==> config.mk <==
export PLATFORM = sky130hd
export DESIGN_NAME = obs_ram
export DESIGN_NICKNAME = d
export VERILOG_FILES = /design/src/hdl/obs_ram.sv
export SDC_FILE = /design/constraint.sdc
export NUM_CORES = 2
export LEC_CHECK = 0
export ABC_CLOCK_PERIOD_IN_PS = 8200
export BUFFER_PORTS_ARGS = -buffer_cell sky130_fd_sc_hd__buf_2
export CELL_PAD_IN_SITES_DETAIL_PLACEMENT = 2
export CELL_PAD_IN_SITES_GLOBAL_PLACEMENT = 2
export CORE_AREA = 2 2 593 595
export CTS_BUF_LIST = sky130_fd_sc_hd__clkbuf_4 sky130_fd_sc_hd__clkbuf_8
export DETAILED_ROUTE_END_ITERATION = 8
export DIE_AREA = 0 0 595 597
export GPL_ROUTABILITY_DRIVEN = 0
export HOLD_SLACK_MARGIN = 0.1
export PLACE_DENSITY_LB_ADDON = 0.1
export RECOVER_POWER = 25
export SYNTH_ARGS = -nofsm -noshare
export SYNTH_HDL_FRONTEND = slang
export SYNTH_SLANG_ARGS = --single-unit
==> constraint.sdc <==
create_clock -name clock -period 8.2 [get_ports clock]
set_input_delay 0 -clock clock [delete_from_list [all_inputs] [get_ports clock]]
set_output_delay 0 -clock clock [all_outputs]
set_load 0.05 [all_outputs]
==> src/hdl/obs_ram.sv <==
// ----------------------------------------------------------------------------
// Generic RAM
// One write port, one read port, read data registered.
// ----------------------------------------------------------------------------
module obs_ram #(
   parameter int WIDTH = 64,
   parameter int DEPTH = 64
) (
   input  logic                     clock,
   input  logic                     wr_en,
   input  logic [$clog2(DEPTH)-1:0] wr_addr,
   input  logic [WIDTH-1:0]         wr_data,
   input  logic [$clog2(DEPTH)-1:0] rd_addr,
   output logic [WIDTH-1:0]         rd_data
);

   logic [WIDTH-1:0] mem_ff [DEPTH];
   logic [WIDTH-1:0] rd_data_ff;

   always_ff @(posedge clock) begin
      if (wr_en) begin
         mem_ff[wr_addr] <= wr_data;
      end
      rd_data_ff <= mem_ff[rd_addr];
   end

   assign rd_data = rd_data_ff;

endmodule

==> flow_metrics.env <==
export IMPL_die_h_um=597
export IMPL_rsz0062_at_grt="false"
export IMPL_cts_sinks=4160
export IMPL_critPathArrivalTime_ns=4.99
export IMPL_grt_use_met3_pct=4.398
export IMPL_post_route_util_pct=51.15
export IMPL_hp_class="input port to register"
export IMPL_gr_usage_met1_pct=39.77
export IMPL_numCtsBuffers=693
export IMPL_period_share_pct=47.48
export IMPL_hold_violations=0
export IMPL_peakVddDrop_v=0.0001680
export IMPL_dp_hpwl_um=271900
export IMPL_hold_slack_ns=0.2160
export IMPL_status="finished with violations"
export IMPL_cp_required_ns=9.29
export IMPL_crit_path_start_kind="input port"
export IMPL_ys_ff_latch=4160
export IMPL_port_buffers=141
export IMPL_fin_setup_tns_ns=0
export IMPL_grt_overflow=0
export IMPL_skew_ns=0.07516
export IMPL_root_buffer="clkbuf_8"
export IMPL_synth_distinct_cells=33
export IMPL_vias=79020
export IMPL_grt_start_max_net_pins=103
export IMPL_worstPathMaxFanout=76
export IMPL_regToRegSetupSlack_ns=5.15
export IMPL_syn_cell_area_um2=156300
export IMPL_yosys_area_share_simple_pct=1.240
export IMPL_postSynthAreaPerCell_um2=23.70
export IMPL_synth_fp_nets=6676
export IMPL_synth_top_family_by_area="multiplexers"
export IMPL_dr_first_iter_drc_count=9298
export IMPL_clk_path_buf_depth=4
export IMPL_start_util_pct=44.85
export IMPL_drv_slew=2452
export IMPL_worst_pin_slew_ns=3.708
export IMPL_path_buf_inv=6
export IMPL_cap_violations=38
export IMPL_p_leak_nw=55.94
export IMPL_synth_xor_area_share_pct=0
export IMPL_cellPowerDensity_nw_per_um2=249.2
export IMPL_post_route_min_period_ns=3.894
export IMPL_endpoint_kind="register"
export IMPL_cts_tree="yes"
export IMPL_clkSlewWorstSetupHoldPaths_ns=0.06
export IMPL_routed_via_density=6.291
export IMPL_wirelength_um=523100
export IMPL_area_growth_pct=14.06
export IMPL_dp_slack_ns=4.500
export IMPL_core_area_um2=348600
export IMPL_violations="capacitance limit, slew limit"
export IMPL_io_pins=142
export IMPL_finalSetupViolations=0
export IMPL_clock_latency_ns=1.26
export IMPL_wl_per_cell_um=41.65
export IMPL_grt_pass1_vias=85310
export IMPL_synthAdderAreaFrac_pct=0
export IMPL_yosys_warnings=0
export IMPL_die_w_um=595
export IMPL_cts_setup_buffers=0
export IMPL_max_freq_mhz=256.8
export IMPL_top_usage_layer="met2"
export IMPL_drtPass1Iterations=5
export IMPL_cpLargestDelayFamily="buffers and inverters"
export IMPL_timing_critical_path_slowest_stage_cell="buf_4"
export IMPL_path_class="input port to register"
export IMPL_cp_common_cell="dlygate4sd3_1"
export IMPL_finalNetCount=7475
export IMPL_slew_headroom_pct=-147.2
export IMPL_use_met2_pct=49.59
export IMPL_rows=217
export IMPL_syn_inst=6598
export IMPL_drive_gt1_share_pct=32.07
export IMPL_worst_slack_ns=4.306
export IMPL_htreeDepth=6
export IMPL_synthMuxAreaShare_pct=15.61
export IMPL_dieArea_um2=355200
export IMPL_critPathMaxStageDelay_ns=0.67
export IMPL_antenna_found_initial=35
export IMPL_drc=0
export IMPL_track_usage_pct=29.27
export IMPL_grt_pass1_wl_um=718600
export IMPL_seq_area_frac_synth_pct=79.49
export IMPL_synth_compound_area_share_pct=2.477
export IMPL_path_cells="dlygate4sd3_1, buf_12, buf_4, buf_4, mux4_2, a211oi_1, o22ai_1, dlygate4sd3_1, and3_1, dlygate4sd3_1"
export IMPL_postRouteAntennaNets=0
==> registers in the layout, indices dropped and copies added, names as in the netlist <==
signal and cells:
mem_ff 4096, rd_data 64
==> cell usage after synthesis <==
master,instances,area (µm²)
nand4b_1,1,8.760
inv_1,19,71.32
o221ai_1,38,332.8
mux4_2,1024,23060
buf_4,34,255.2
nand3b_1,2,15.01
a31o_1,1,8.760
nand2b_1,11,68.82
and2_1,3,18.77
a22o_1,88,770.7
nor3_1,2,10.01
nand3_1,45,225.2
clkbuf_1,140,525.5
nand4_1,2,12.51
a2bb2oi_1,19,166.4
buf_6,6,67.56
a22oi_1,168,1261
edfxtp_1,4096,123000
buf_2,170,850.8
a41oi_1,26,227.7
nand2_1,58,217.7
o22ai_1,83,519.3
nor2b_1,28,175.2
nor2_1,112,420.4
a31oi_1,18,112.6
and3_1,64,400.4
or3b_2,1,8.760
mux2i_1,135,1351
or2_2,28,175.2
a211oi_1,63,473.0
dfxtp_1,64,1281
or3_1,29,181.4
buf_1,20,75.07
==> logic make-up after synthesis <==
kind of cell | count (synthesis)
AO/OA/AOI/OAI | 504
buffers and inverters | 389
flip-flops | 4160
multiplexers | 1159
AND/OR/NAND/NOR | 386
==> per-stage QoR <==
stage | total power, mW | cell area [µm²] | cells
2_1_floorplan | 25.30 | 156300 | 6598
3_3_place_gp | 26.28 | 163500 | 11160
3_5_place_dp | 26.37 | 163500 | 11160
4_1_cts | 44.74 | 178700 | 12540
5_1_grt | 45.67 | 178300 | 12550
6_report | 44.44 | 178300 | 12560
==> worst paths after layout <==
kind | startpoint | to | cells past startpoint
worst max-delay path | rd_addr[0] | rd_data[12] | 10
worst min register to register | mem_ff[41][26] | rd_data[26] | 4
worst max register to register | mem_ff[8][12] | rd_data[12] | 7
worst min-delay path | wr_addr[2] | mem_ff[49][16] | 4
==> layer usage <==
metal  vias to the layer above  wire [µm]
met5                         -         31
met4                         4      14170
met3                       744      32960
met2                      3527     264100
met1                     44510     211800
li1                      30230          -
==> tightest hold or removal path, cell delays in order <==
cell and delay (ns):
dlygate4sd3_1 0.53, buf_2 0.25, nor3_2 0.10, buf_12 0.27
==> cell type report <==
cell class / count / area (µm²)
antenna: 17 / 42.54
clock buffer: 1014 / 12210
clock inverter: 228 / 1311
fill: 29590 / 170300
inverter: 19 / 71.32
multi-input combinational: 2049 / 30790
sequential: 4160 / 124300
tap: 4599 / 5754
timing repair buffer: 474 / 3870
==> cell usage in the layout, fill, tap and decap left out, types with 3 or more instances in the layout <==
cell           instances
dfxtp_1               64
nand2b_1               9
buf_4                165
and3_1                64
inv_12                 7
nor2b_4                3
clkbuf_1              49
o22ai_1               83
buf_2                103
inv_8                 10
a41oi_1               26
or3_1                 29
bufinv_16              3
nor2_1                47
or2_2                 28
edfxtp_1            4096
nor2_4                65
o221ai_1              38
buf_12                35
dlygate4sd3_1        120
mux2i_1              135
a2bb2oi_1             19
nand2_1               54
a22oi_1              168
nor2b_1               24
nand2_4                3
diode_2               17
inv_1                 19
nand3_1               45
a22o_1                88
inv_6                 16
a31oi_1               18
clkinv_2              45
a211oi_1              63
clkinv_1             131
clkinvlp_4            14
mux4_2              1024
clkbuf_8             735
clkbuf_4             279
==> power by group <==
part	internal (mW)	switching, mW
logic	0.765	1.53
clock network	9.67	8.77
registers	23.6	0.125
==> what timing repair did <==
item / in CTS / in global routing
setup endpoints to repair: 0 / 0
resized for setup: 0 / 0
hold endpoints to repair: 4921 / 0
hold buffers: 138 / 0
Power figures use the tool's default switching activity.
