## config.mk

```make
export PLATFORM = sky130hd
export DESIGN_NAME = obs_div
export DESIGN_NICKNAME = d
export VERILOG_FILES = /design/src/hdl/obs_pkg.sv /design/src/hdl/obs_div.sv
export SDC_FILE = /design/constraint.sdc
export NUM_CORES = 1
export LEC_CHECK = 0
export BUFFER_PORTS_ARGS = -buffer_cell sky130_fd_sc_hd__buf_4
export CAP_MARGIN = 30
export CORE_ASPECT_RATIO = 1.5
export CORE_MARGIN = 2
export CORE_UTILIZATION = 30
export DETAILED_ROUTE_END_ITERATION = 12
export PLACE_DENSITY_LB_ADDON = 0.1
export RECOVER_POWER = 100
export SLEW_MARGIN = 30
export SYNTH_ARGS = -nofsm -noshare
export SYNTH_HDL_FRONTEND = slang
export SYNTH_SLANG_ARGS = --single-unit
```

## constraint.sdc

```tcl
create_clock -name clock -period 7.3 [get_ports clock]
set_input_delay 1.095 -clock clock [delete_from_list [all_inputs] [get_ports clock]]
set_output_delay 1.095 -clock clock [all_outputs]
set_load 0.02 [all_outputs]
```

## src/hdl/obs_pkg.sv

```systemverilog
// ----------------------------------------------------------------------------
// Order book slippage engine package
// Shared widths, command and status codes, controller states and the
// request/response structs of the fill-price divider.
// ----------------------------------------------------------------------------
package obs_pkg;

   localparam int MAX_LEVELS_DEF = 64;
   localparam int PRICE_W        = 32;
   localparam int QTY_W          = 32;
   localparam int LVL_W          = PRICE_W + QTY_W;
   localparam int FRAC_W         = 16;
   localparam int SLIP_W         = 49;
   localparam int WIDE_W         = 33;
   localparam int ACC_W          = 64;
   localparam int DVD_W          = ACC_W + FRAC_W;
   localparam int CMD_W          = 2;
   localparam int STATUS_W       = 3;
   localparam int REQ_DATA_W     = 64;
   localparam int RSP_DATA_W     = 184;
   localparam int RSP_USED_W     = 2 * PRICE_W + 2 * WIDE_W + SLIP_W;

   typedef enum logic [CMD_W-1:0] {
      CMD_CLEAR   = 2'd0,
      CMD_ADD_BID = 2'd1,
      CMD_ADD_ASK = 2'd2,
      CMD_QUERY   = 2'd3
   } cmd_type;

   typedef enum logic [STATUS_W-1:0] {
      ST_OK       = 3'd0,
      ST_EMPTY    = 3'd1,
      ST_SHORT    = 3'd2,
      ST_ZERO_QTY = 3'd3,
      ST_FULL     = 3'd4
   } status_type;

   typedef enum logic [3:0] {
      S_IDLE,
      S_INS_RD,
      S_INS_EV,
      S_INS_WR,
      S_Q_RD,
      S_Q_EV,
      S_Q_END,
      S_Q_CHK,
      S_DIV,
      S_RESP
   } state_type;

   typedef struct packed {
      logic             start;
      logic [ACC_W-1:0] weighted;
      logic [QTY_W-1:0] divisor;
   } div_req_type;

   typedef struct packed {
      logic              done;
      logic [SLIP_W-1:0] quotient;
   } div_rsp_type;

endpackage

```

## src/hdl/obs_div.sv

```systemverilog
// ----------------------------------------------------------------------------
// Fill-price divider
// Restoring radix-2 divider: (weighted << 16) / quantity, one quotient bit
// per cycle.
// ----------------------------------------------------------------------------
module obs_div (
   input  logic                 clock,
   input  logic                 reset,
   input  obs_pkg::div_req_type div_req,
   output obs_pkg::div_rsp_type div_rsp
);
   import obs_pkg::*;

   localparam int CNT_W = $clog2(DVD_W + 1);

   logic [DVD_W-1:0] dq_ff;
   logic [QTY_W-1:0] rem_ff;
   logic [QTY_W-1:0] dvs_ff;
   logic [CNT_W-1:0] cnt_ff;
   logic             busy_ff;
   logic             done_ff;

   logic [QTY_W:0]   trial;
   logic             ge;
   logic [QTY_W:0]   diff;
   logic [QTY_W-1:0] rem_in;
   logic [DVD_W-1:0] dq_in;

   // partial remainder stays below the divisor, so the trial fits 33 bits
   always_comb begin
      trial  = {rem_ff, dq_ff[DVD_W-1]};
      ge     = trial >= {1'b0, dvs_ff};
      diff   = trial - {1'b0, dvs_ff};
      rem_in = ge ? diff[QTY_W-1:0] : trial[QTY_W-1:0];
      dq_in  = {dq_ff[DVD_W-2:0], ge};
   end

   always_ff @(posedge clock) begin
      if (reset) begin
         busy_ff <= 1'b0;
         done_ff <= 1'b0;
         cnt_ff  <= '0;
      end else begin
         done_ff <= !div_req.start && busy_ff && (cnt_ff == CNT_W'(1));
         if (div_req.start) begin
            dq_ff   <= {div_req.weighted, {FRAC_W{1'b0}}};
            rem_ff  <= '0;
            dvs_ff  <= div_req.divisor;
            cnt_ff  <= CNT_W'(DVD_W);
            busy_ff <= 1'b1;
         end else if (busy_ff) begin
            dq_ff  <= dq_in;
            rem_ff <= rem_in;
            cnt_ff <= cnt_ff - 1'b1;
            if (cnt_ff == CNT_W'(1)) begin
               busy_ff <= 1'b0;
            end
         end
      end
   end

   assign div_rsp.done     = done_ff;
   assign div_rsp.quotient = dq_ff[SLIP_W-1:0];

endmodule

```

==> flow_summary.ini, run 1 <==
[die]
dieHeight_um = 212
die_w_um = 142
core-area_um2 = 28500
rows = 76
io_pins = 149
die_area_um2 = 30100
initial_utilization_pct = 30.2

[yosys]
yosysUniqueCellTypes = 64
synth_warnings = 0
synthesis.nets = 835
syn_inst = 701
synth_ff_type = edfxtp_1
synth_common_cells = edfxtp_1 (144), mux2_2 (64), buf_4 (51)
synth.top_cell.area_share_pct = 50.2
syn-cell-area_um2 = 8620
synthTopCellsByArea = edfxtp_1 (50%), mux2_2 (8.4%), ha_1 (4.9%), buf_4 (4.4%), a21oi_1 (2.4%)
avgSynthCellArea_um2 = 12.3
yosysMostFrequentCell = edfxtp_1
synth_edf_count = 144
yosysTopAreaCell = edfxtp_1
ys_seq_area_share_pct = 52.2
synth-async-reset-ratio_pct = 0
ys_ff_latch = 153

[placement]
dp_hpwl_mm = 14.0
gp_congestion = 0.774
placed_area_um2 = 9690
dp_cells = 1123
portBuffers = 148

[timing]
grt_setup_unrepaired = false
hold_viol = 0
worst_pin_slew_ns = 2.51
whs_ns = 0.514
clock.fmax_ghz = 0.203
skew_ns = 0.00712
setup_viol = 0
period_minus_slack_ns = 4.93
finalSetupTns_ns = 0
slew_headroom_pct = -67.1
finalCritPeriodShare_pct = 67.5
maxSlewViolCount = 56

[layout]
drive_gt1_share_pct = 28.6
areaGrowthSynthToFinish_pct = 14.3
antenna_cells = 0
stdcell_area_um2 = 9850
stdcell_count = 1155
fillCellCount = 2903
multi_input_area_um2 = 3220
fin_nets = 925
seq_area_um2 = 4500
final_util_pct = 34.5

[global_routing]
antenna_found_initial = 0
grt_pass1_wl_mm = 32.5
grt_pass1_vias = 6220
grt-ovfl-total = 0
grt_max_degree = 83
grt_util_all_layers_pct = 14.1

[clocking]
clkTransAtPathRegs_ns = 0.06
ctsHoldBuffers = 0
clkLatencyLatePin_ns = 0.44
cts_max_level = 4
clock-sinks = 153
postCtsSetupBuffers = 0
cts_resized = 0
cts_max_path_buffers = 2
cts_tree = yes
cts_root_buf = clkbuf_16
cts_buffers = 17

[worst_setup_path]
slowest_stage = clkbuf_1
cp-end-kind = flop
path_buf_inv = 3
cp-start-kind = input port
crit_path_cell_trace = clkbuf_1 -> inv_1 -> a21oi_4 -> clkbuf_1
crit_family = buffers and inverters
critPathMostFrequentCell = clkbuf_1
slowest_delay_ns = 1.75
cp.required_ns = 7.35
crit_fanout = 41
crit_arrival_ns = 4.98
critPathKind = input port to flop

[route]
dr_total_vias = 5604
drc = 0
ant_nets = 0
routed_wl_mm = 20.4
drt_first_pass_iters = 4
wl_per_cell_um = 17.6
post_drt_via_cell_ratio = 4.85
drt_iter0_markers = 246

[power]
p_leak_nw = 3.66
powerDensity_nw_per_um2 = 244
peakVddDrop_v = 0.000158

[status]
violations = capacitance limit, slew limit
status = complete, but fails checks

[min_path]
worstHoldPathType = flop to flop

[run]
cap_violations = 2
[report_power, final]
group	total, mW	internal, mW	switching (mW)
registers	1.08	1.05	0.0316
logic	0.512	0.217	0.295
clock network	0.818	0.460	0.358
total	2.41	1.72	0.685
[metal layers]
| layer | global-route usage [%] | wire length (um) |
|---|---|---|
| met1 | 15.2 | 8100 |
| met2 | 25.2 | 10700 |
| met3 | 4.93 | 1200 |
| met4 | 5.26 | 378 |
| met5 | 0 | 0 |
[sequential cells by signal, summed over array words and instances (netlist names)]
signal   cells
busy_ff      1
cnt_ff       7
done_ff      1
dq_ff       80
dvs_ff      32
rem_ff      32
[area by class of cell]
type	count	share of cell area (%)
Timing Repair Buffer	153	10.0
Inverter	46	1.75
Sequential cell	153	45.7
Tap cell	351	4.46
Clock buffer	25	4.93
Multi-Input combinational cell	420	32.6
Clock inverter	7	0.470
[tightest hold or removal path, delay by kind of cell, from the launching register on]
kind             cells  cell delay (ns)
flip-flops           1             0.33
AND/OR/NAND/NOR      1             0.09
AO/OA/AOI/OAI        1             0.05
[kinds of logic after synthesis]
| family | Yosys count | synth area share (%) |
|---|---|---|
| AND/OR/NAND/NOR | 137 | 9.58 |
| adder cells (fa/ha/maj) | 35 | 5.17 |
| multiplexers | 64 | 8.36 |
| XOR/XNOR | 34 | 3.45 |
| AO/OA/AOI/OAI | 150 | 12.1 |
| buffers and inverters | 128 | 9.04 |
| flip-flops | 153 | 52.2 |
[path summary, 6_finish.rpt]
check                           slack, ns  cells past startpoint          to   startpoint
worst max-delay path                 2.37                      4  rem_ff[11]  div_req[96]
worst min-delay path                 0.51                      2   cnt_ff[1]    cnt_ff[1]
worst max register to register       2.52                     10  rem_ff[30]    rem_ff[3]
worst min register to register       0.51                      2   cnt_ff[1]    cnt_ff[1]
[cell usage in the layout (no fill, tap or decap), types with 4 or more instances in the layout]
| cell | netlist | layout |
|---|---|---|
| nand4_1 | 7 | 7 |
| a21oi_1 | 41 | 48 |
| nand2b_1 | 5 | 5 |
| clkbuf_1 | 15 | 57 |
| ha_1 | 34 | 34 |
| inv_1 | 46 | 46 |
| buf_4 | 51 | 66 |
| mux2_2 | 64 | 64 |
| clkbuf_4 | 1 | 32 |
| nor2_1 | 21 | 21 |
| nand3_2 | 20 | 10 |
| dfxtp_1 | 9 | 9 |
| o21ai_1 | 7 | 7 |
| nor3_1 | 7 | 8 |
| o21ai_0 | 33 | 34 |
| o21bai_1 | 5 | 5 |
| a21oi_2 | 20 | 13 |
| nand3_1 | 14 | 24 |
| xnor2_1 | 21 | 21 |
| a21o_1 | 8 | 8 |
| nor2b_1 | 18 | 18 |
| nand2_1 | 21 | 22 |
| xor2_1 | 13 | 13 |
| edfxtp_1 | 144 | 144 |
| clkbuf_16 | 0 | 17 |
| a211oi_1 | 5 | 7 |
| a31oi_1 | 4 | 4 |
[per-stage QoR]
step / setup slack [ns] / power, mW
2_1_floorplan: 2.36 / 1.51
3_3_place_gp: 3.47 / 1.64
3_5_place_dp: 3.67 / 1.65
4_1_cts: 3.64 / 2.48
5_1_grt: 2.05 / 2.53
6_report: 2.37 / 2.41
Power figures use the tool's default switching activity.
==> run 2, diff against run 1 <==
==> constraint.sdc (replaced) <==
create_clock -name clock -period 4.8 [get_ports clock]
set_input_delay 0.72 -clock clock [delete_from_list [all_inputs] [get_ports clock]]
set_output_delay 0.72 -clock clock [all_outputs]
set_load 0.02 [all_outputs]
==> run 2 against run 1 <==
Compared with the run above: the run still ends with capacitance limit, slew limit left; first-iteration DRC count increased by 7.3%; setup slack got worse by 1.4 ns; clock skew is 0.00054 ns higher; total power up 61%; utilization grew 0.63 points; via count rose by 0.55%; global-route usage shrank 0.10 points; register-to-register slack lost 1.6 ns; critical endpoint is now rem_ff[28]; sequential power grew 52%; hold slack worse by 0.030 ns; count of clock-buffer cells in the layout fell by 8; critical path type is now flop to flop.
==> flow_summary.ini, run 2 (synthesized netlist as in run 1, its figures left out) <==
[status]
status = complete, but fails checks
violations = capacitance limit, slew limit

[clocking]
cts_resized = 0
postCtsSetupBuffers = 0
clock-sinks = 153
cts_max_path_buffers = 2
clkLatencyLatePin_ns = 0.43
cts_tree = yes
cts_buffers = 17
clkTransAtPathRegs_ns = 0.07
cts_max_level = 4
ctsHoldBuffers = 0
cts_root_buf = clkbuf_16

[layout]
drive_gt1_share_pct = 31.6
areaGrowthSynthToFinish_pct = 16.4
fin_nets = 928
stdcell_count = 1158
antenna_cells = 0
final_cell_mix = edfxtp_1 (144), buf_4 (69), mux2_2 (63)
top_register = dq_ff
mostFrequentLayoutCell = edfxtp_1
fillCellCount = 2905
largest_reg_flops = 80
final_util_pct = 35.2
reg_top3 = dq_ff x80, dvs_ff x32, rem_ff x32

[timing]
grt_setup_unrepaired = false
setup_ws_ns = 0.942
clock.fmax_ghz = 0.259
hold_viol = 0
finalSetupTns_ns = 0
worst_pin_slew_ns = 2.98
finalCritPeriodShare_pct = 80.4
setup_viol = 0
skew_ns = 0.00766
maxSlewViolCount = 189
period_minus_slack_ns = 3.86
whs_ns = 0.484
slew_headroom_pct = -98.8

[worst_setup_path]
slowest_stage = a21oi_2
crit_path_cell_trace = ha_1 -> o21ai_2 -> a211oi_2 -> o21ai_2 -> a2111oi_4 -> nor3_1 -> o21a_4 -> a21oi_2 -> o21ai_0 -> a21oi_2
r2r-end = rem_ff[28]
critPathKind = flop to flop
reg2regPathDepth = 10
reg2reg_slack_ns = 0.94
slowest_delay_ns = 1.13
crit_fanout = 31
cp-start-kind = flop
cp-end-kind = flop
crit_arrival_ns = 4.13
reg2reg_from = rem_ff[5]
cp.required_ns = 5.07
crit_family = compound AO/OA/AOI/OAI gates
path_buf_inv = 0

[route]
drc = 0
drt_first_pass_iters = 6
post_drt_via_cell_ratio = 4.87
dr_total_vias = 5635
wl_per_cell_um = 17.6
routed_wl_mm = 20.3
drt_iter0_markers = 264
ant_nets = 0

[power]
powerDensity_nw_per_um2 = 387
p_leak_nw = 3.74
peakVddDrop_v = 0.000248

[global_routing]
grt_pass1_wl_mm = 32.7
grt-ovfl-total = 0
antenna_found_initial = 0
grt_max_degree = 59
grt_pass1_vias = 6135
grt_util_all_layers_pct = 14.0

[placement]
gp_congestion = 0.824
place_ws_ns = 1.33
dp_hpwl_mm = 14.4
dp_cells = 1126
portBuffers = 148

[die]
rows = 76
core-area_um2 = 28500
dieHeight_um = 212
die_w_um = 142
initial_utilization_pct = 30.2
io_pins = 149
die_area_um2 = 30100

[min_path]
min-delay-start = div_req[17]
min_path_cells = 1
worstHoldPathType = input port to flop
hold_end = dvs_ff[17]

[run]
cap_violations = 4
## run 2: power breakdown
group	internal, mW	leakage (nW)	total, mW	switching (mW)
registers	1.59	1.45	1.64	0.0502
clock network	0.872	0.303	1.44	0.571
logic	0.334	1.98	0.792	0.458
total	2.80	3.74	3.88	1.08
## run 2: metal layers
layer | GRT usage [%] | up-vias | part of all wire, % | wire, um
met1 | 15.5 | 2731 | 40 | 8030
met5 | 0 | - | 0 | 0
met4 | 4.92 | 0 | 2.1 | 433
met3 | 4.34 | 24 | 6.4 | 1300
met2 | 25.1 | 175 | 52 | 10600
li1 | - | 2705 | - | -
## run 2: cell type report
type	count	area [um^2]	share of cell area, %
Inverter	46	173	1.72
Clock inverter	15	198	1.97
Sequential cell	153	4500	44.9
Multi-Input combinational cell	420	3320	33.1
Clock buffer	17	425	4.24
Timing Repair Buffer	156	975	9.71
Tap cell	351	439	4.38
## run 2: worst max path at each step
stage | start | endpoint | slack, ns | depth (start not counted)
6_report | rem_ff[5] | rem_ff[28] | 0.94 | 10
5_1_grt | div_req[96] | dvs_ff[0] | 0.61 | 4
4_1_cts | rem_ff[3] | rem_ff[24] | 1.30 | 11
3_5_place_dp | rem_ff[3] | rem_ff[24] | 1.33 | 11
3_3_place_gp | rem_ff[3] | rem_ff[27] | 1.43 | 11
2_1_floorplan | div_req[96] | dq_ff[0] | 0.24 | 3
## run 2: per-stage QoR
stage,power [mW],instance area (um^2)
2_1_floorplan,2.29,8620
3_3_place_gp,2.49,9680
3_5_place_dp,2.50,9680
4_1_cts,3.97,10300
5_1_grt,4.08,10000
6_report,3.88,10000
## run 2: worst reg2reg max path: cells and delay by family, from the launching register on
| family | cells | cell delay, ns |
|---|---|---|
| simple gates | 1 | 0.16 |
| flops | 1 | 0.41 |
| fa+ha+maj | 1 | 0.43 |
| compound gates | 8 | 2.70 |
==> run 3, diff against run 2 <==
==> constraint.sdc (replaced) <==
create_clock -name clock -period 3.1 [get_ports clock]
set_input_delay 0.465 -clock clock [delete_from_list [all_inputs] [get_ports clock]]
set_output_delay 0.465 -clock clock [all_outputs]
set_load 0.02 [all_outputs]
==> run 3 against run 2 <==
Compared with the run above: the run now ends clean; die area unchanged; global-route usage is 0.15 points higher; combinational power increased by 62%; utilization up 0.50 points; sequential cell count unchanged; maximum frequency up 32%; highest routed layer unchanged.
==> flow_summary.ini, run 3 (synthesized netlist as in run 1, its figures left out) <==
[run]
cap_violations = 0

[die]
initial_utilization_pct = 30.2
dieHeight_um = 212
core-area_um2 = 28500
rows = 76
die_w_um = 142
die_area_um2 = 30100
io_pins = 149

[placement]
dp_hpwl_mm = 14.5
placed_area_um2 = 9810
portBuffers = 148
place_ws_ns = 0.0219
gp_congestion = 0.845

[worst_setup_path]
crit_arrival_ns = 3.10
cp-end-kind = flop
reg2regPathDepth = 11
slowest_delay_ns = 0.46
crit_path_cell_trace = ha_1 -> nand2_2 -> a211oi_2 -> o21ai_4 -> a2111oi_4 -> nor3_2 -> o21a_4 -> a21o_4 -> buf_4 -> nand3_1 -> a21oi_2
slowest_stage = ha_1
critPathKind = flop to flop
cp.required_ns = 3.27
crit_fanout = 14
cp-start-kind = flop

[timing]
maxSlewViolCount = 0
slew_headroom_pct = 18.9
period_minus_slack_ns = 2.92
setup_viol = 0
clock.fmax_ghz = 0.342
worst_pin_slew_ns = 1.22
hold_viol = 0
setup_ws_ns = 0.178
finalCritPeriodShare_pct = 94.3
skew_ns = 0.0134
grt_setup_unrepaired = false
finalSetupTns_ns = 0

[route]
ant_nets = 0
drc = 0
post_drt_via_cell_ratio = 4.83
wl_per_cell_um = 17.3
dr_total_vias = 5670
drt_first_pass_iters = 4
routed_wl_mm = 20.3
drt_iter0_markers = 294

[clocking]
cts_buffers = 17
cts_max_level = 4
cts_tree = yes
cts_root_buf = clkbuf_16
cts_max_path_buffers = 2
clkLatencyLatePin_ns = 0.45
clkTransAtPathRegs_ns = 0.07
ctsHoldBuffers = 0
clock-sinks = 153

[layout]
largest_reg_flops = 80
mostFrequentLayoutCell = edfxtp_1
final_cell_mix = edfxtp_1 (144), buf_4 (85), mux2_2 (64)
stdcell_area_um2 = 10200
reg_top3 = dq_ff x80, dvs_ff x32, rem_ff x32
antenna_cells = 0
fin_nets = 945
areaGrowthSynthToFinish_pct = 18.0
drive_gt1_share_pct = 34.1
top_register = dq_ff

[global_routing]
grt_util_all_layers_pct = 14.1
grt_pass1_vias = 6180
grt_pass1_wl_mm = 32.5
grt-ovfl-total = 0
grt_max_degree = 96
antenna_found_initial = 0

[status]
status = finished clean

[power]
p_leak_nw = 3.81
peakVddDrop_v = 0.000408
powerDensity_nw_per_um2 = 582

[min_path]
worstHoldPathType = input port to flop
min_path_cells = 1
## run 3: timing repair
action,CTS,global route
setup buffers,0,1
gates resized for setup,1,8
setup endpoints to repair,1,30
pin swaps,0,1
## run 3: cell type report
cell class              count  area (um^2)
repair buffers            173         1110
inverters                  46          173
fillers                  2899        18400
clock buffers              17          425
multi-input cells         420         3360
flip-flops and latches    153         4500
clock inverters            15          158
well taps                 351          439
## run 3: routing by layer
layer / vias up / wire length [um] / track usage [%]
li1: 2733 / - / -
met4: 0 / 556 / 6.28
met5: - / 0 / 0
met3: 26 / 969 / 4.32
met2: 126 / 11000 / 25.8
met1: 2785 / 7760 / 14.8
## run 3: through the flow
step | utilization [%] | std cells | power, mW | hold slack, ns
6_report | 35.7 | 1175 | 5.93 | 0.209
5_1_grt | 35.7 | 1175 | 6.22 | 0.187
4_1_cts | 36.4 | 1174 | 6.06 | 0.159
3_5_place_dp | 34.4 | 1142 | 3.91 | 0.501
3_3_place_gp | 34.4 | 1142 | 3.91 | 0.487
2_1_floorplan | - | 701 | 3.54 | 0.469
## run 3: final timing paths
check	slack (ns)	startpoint	end
worst max-delay path	0.18	rem_ff[9]	rem_ff[26]
worst min-delay path	0.21	div_req[10]	dvs_ff[10]
worst max register to register	0.18	rem_ff[9]	rem_ff[26]
worst min register to register	0.50	cnt_ff[1]	cnt_ff[1]
## run 3: worst max-delay path, delay by kind of cell, from the launching register on
kind,cells,cell delay [ns]
flip-flops,1,0.41
AO/OA/AOI/OAI,6,1.23
adder cells (fa/ha/maj),1,0.46
buffers and inverters,1,0.20
AND/OR/NAND/NOR,3,0.33
## run 3: where the power goes
part | switching (mW) | total [mW] | internal [mW]
Clock | 0.967 | 2.10 | 1.14
Combinational | 0.730 | 1.28 | 0.554
Sequential | 0.0769 | 2.54 | 2.46
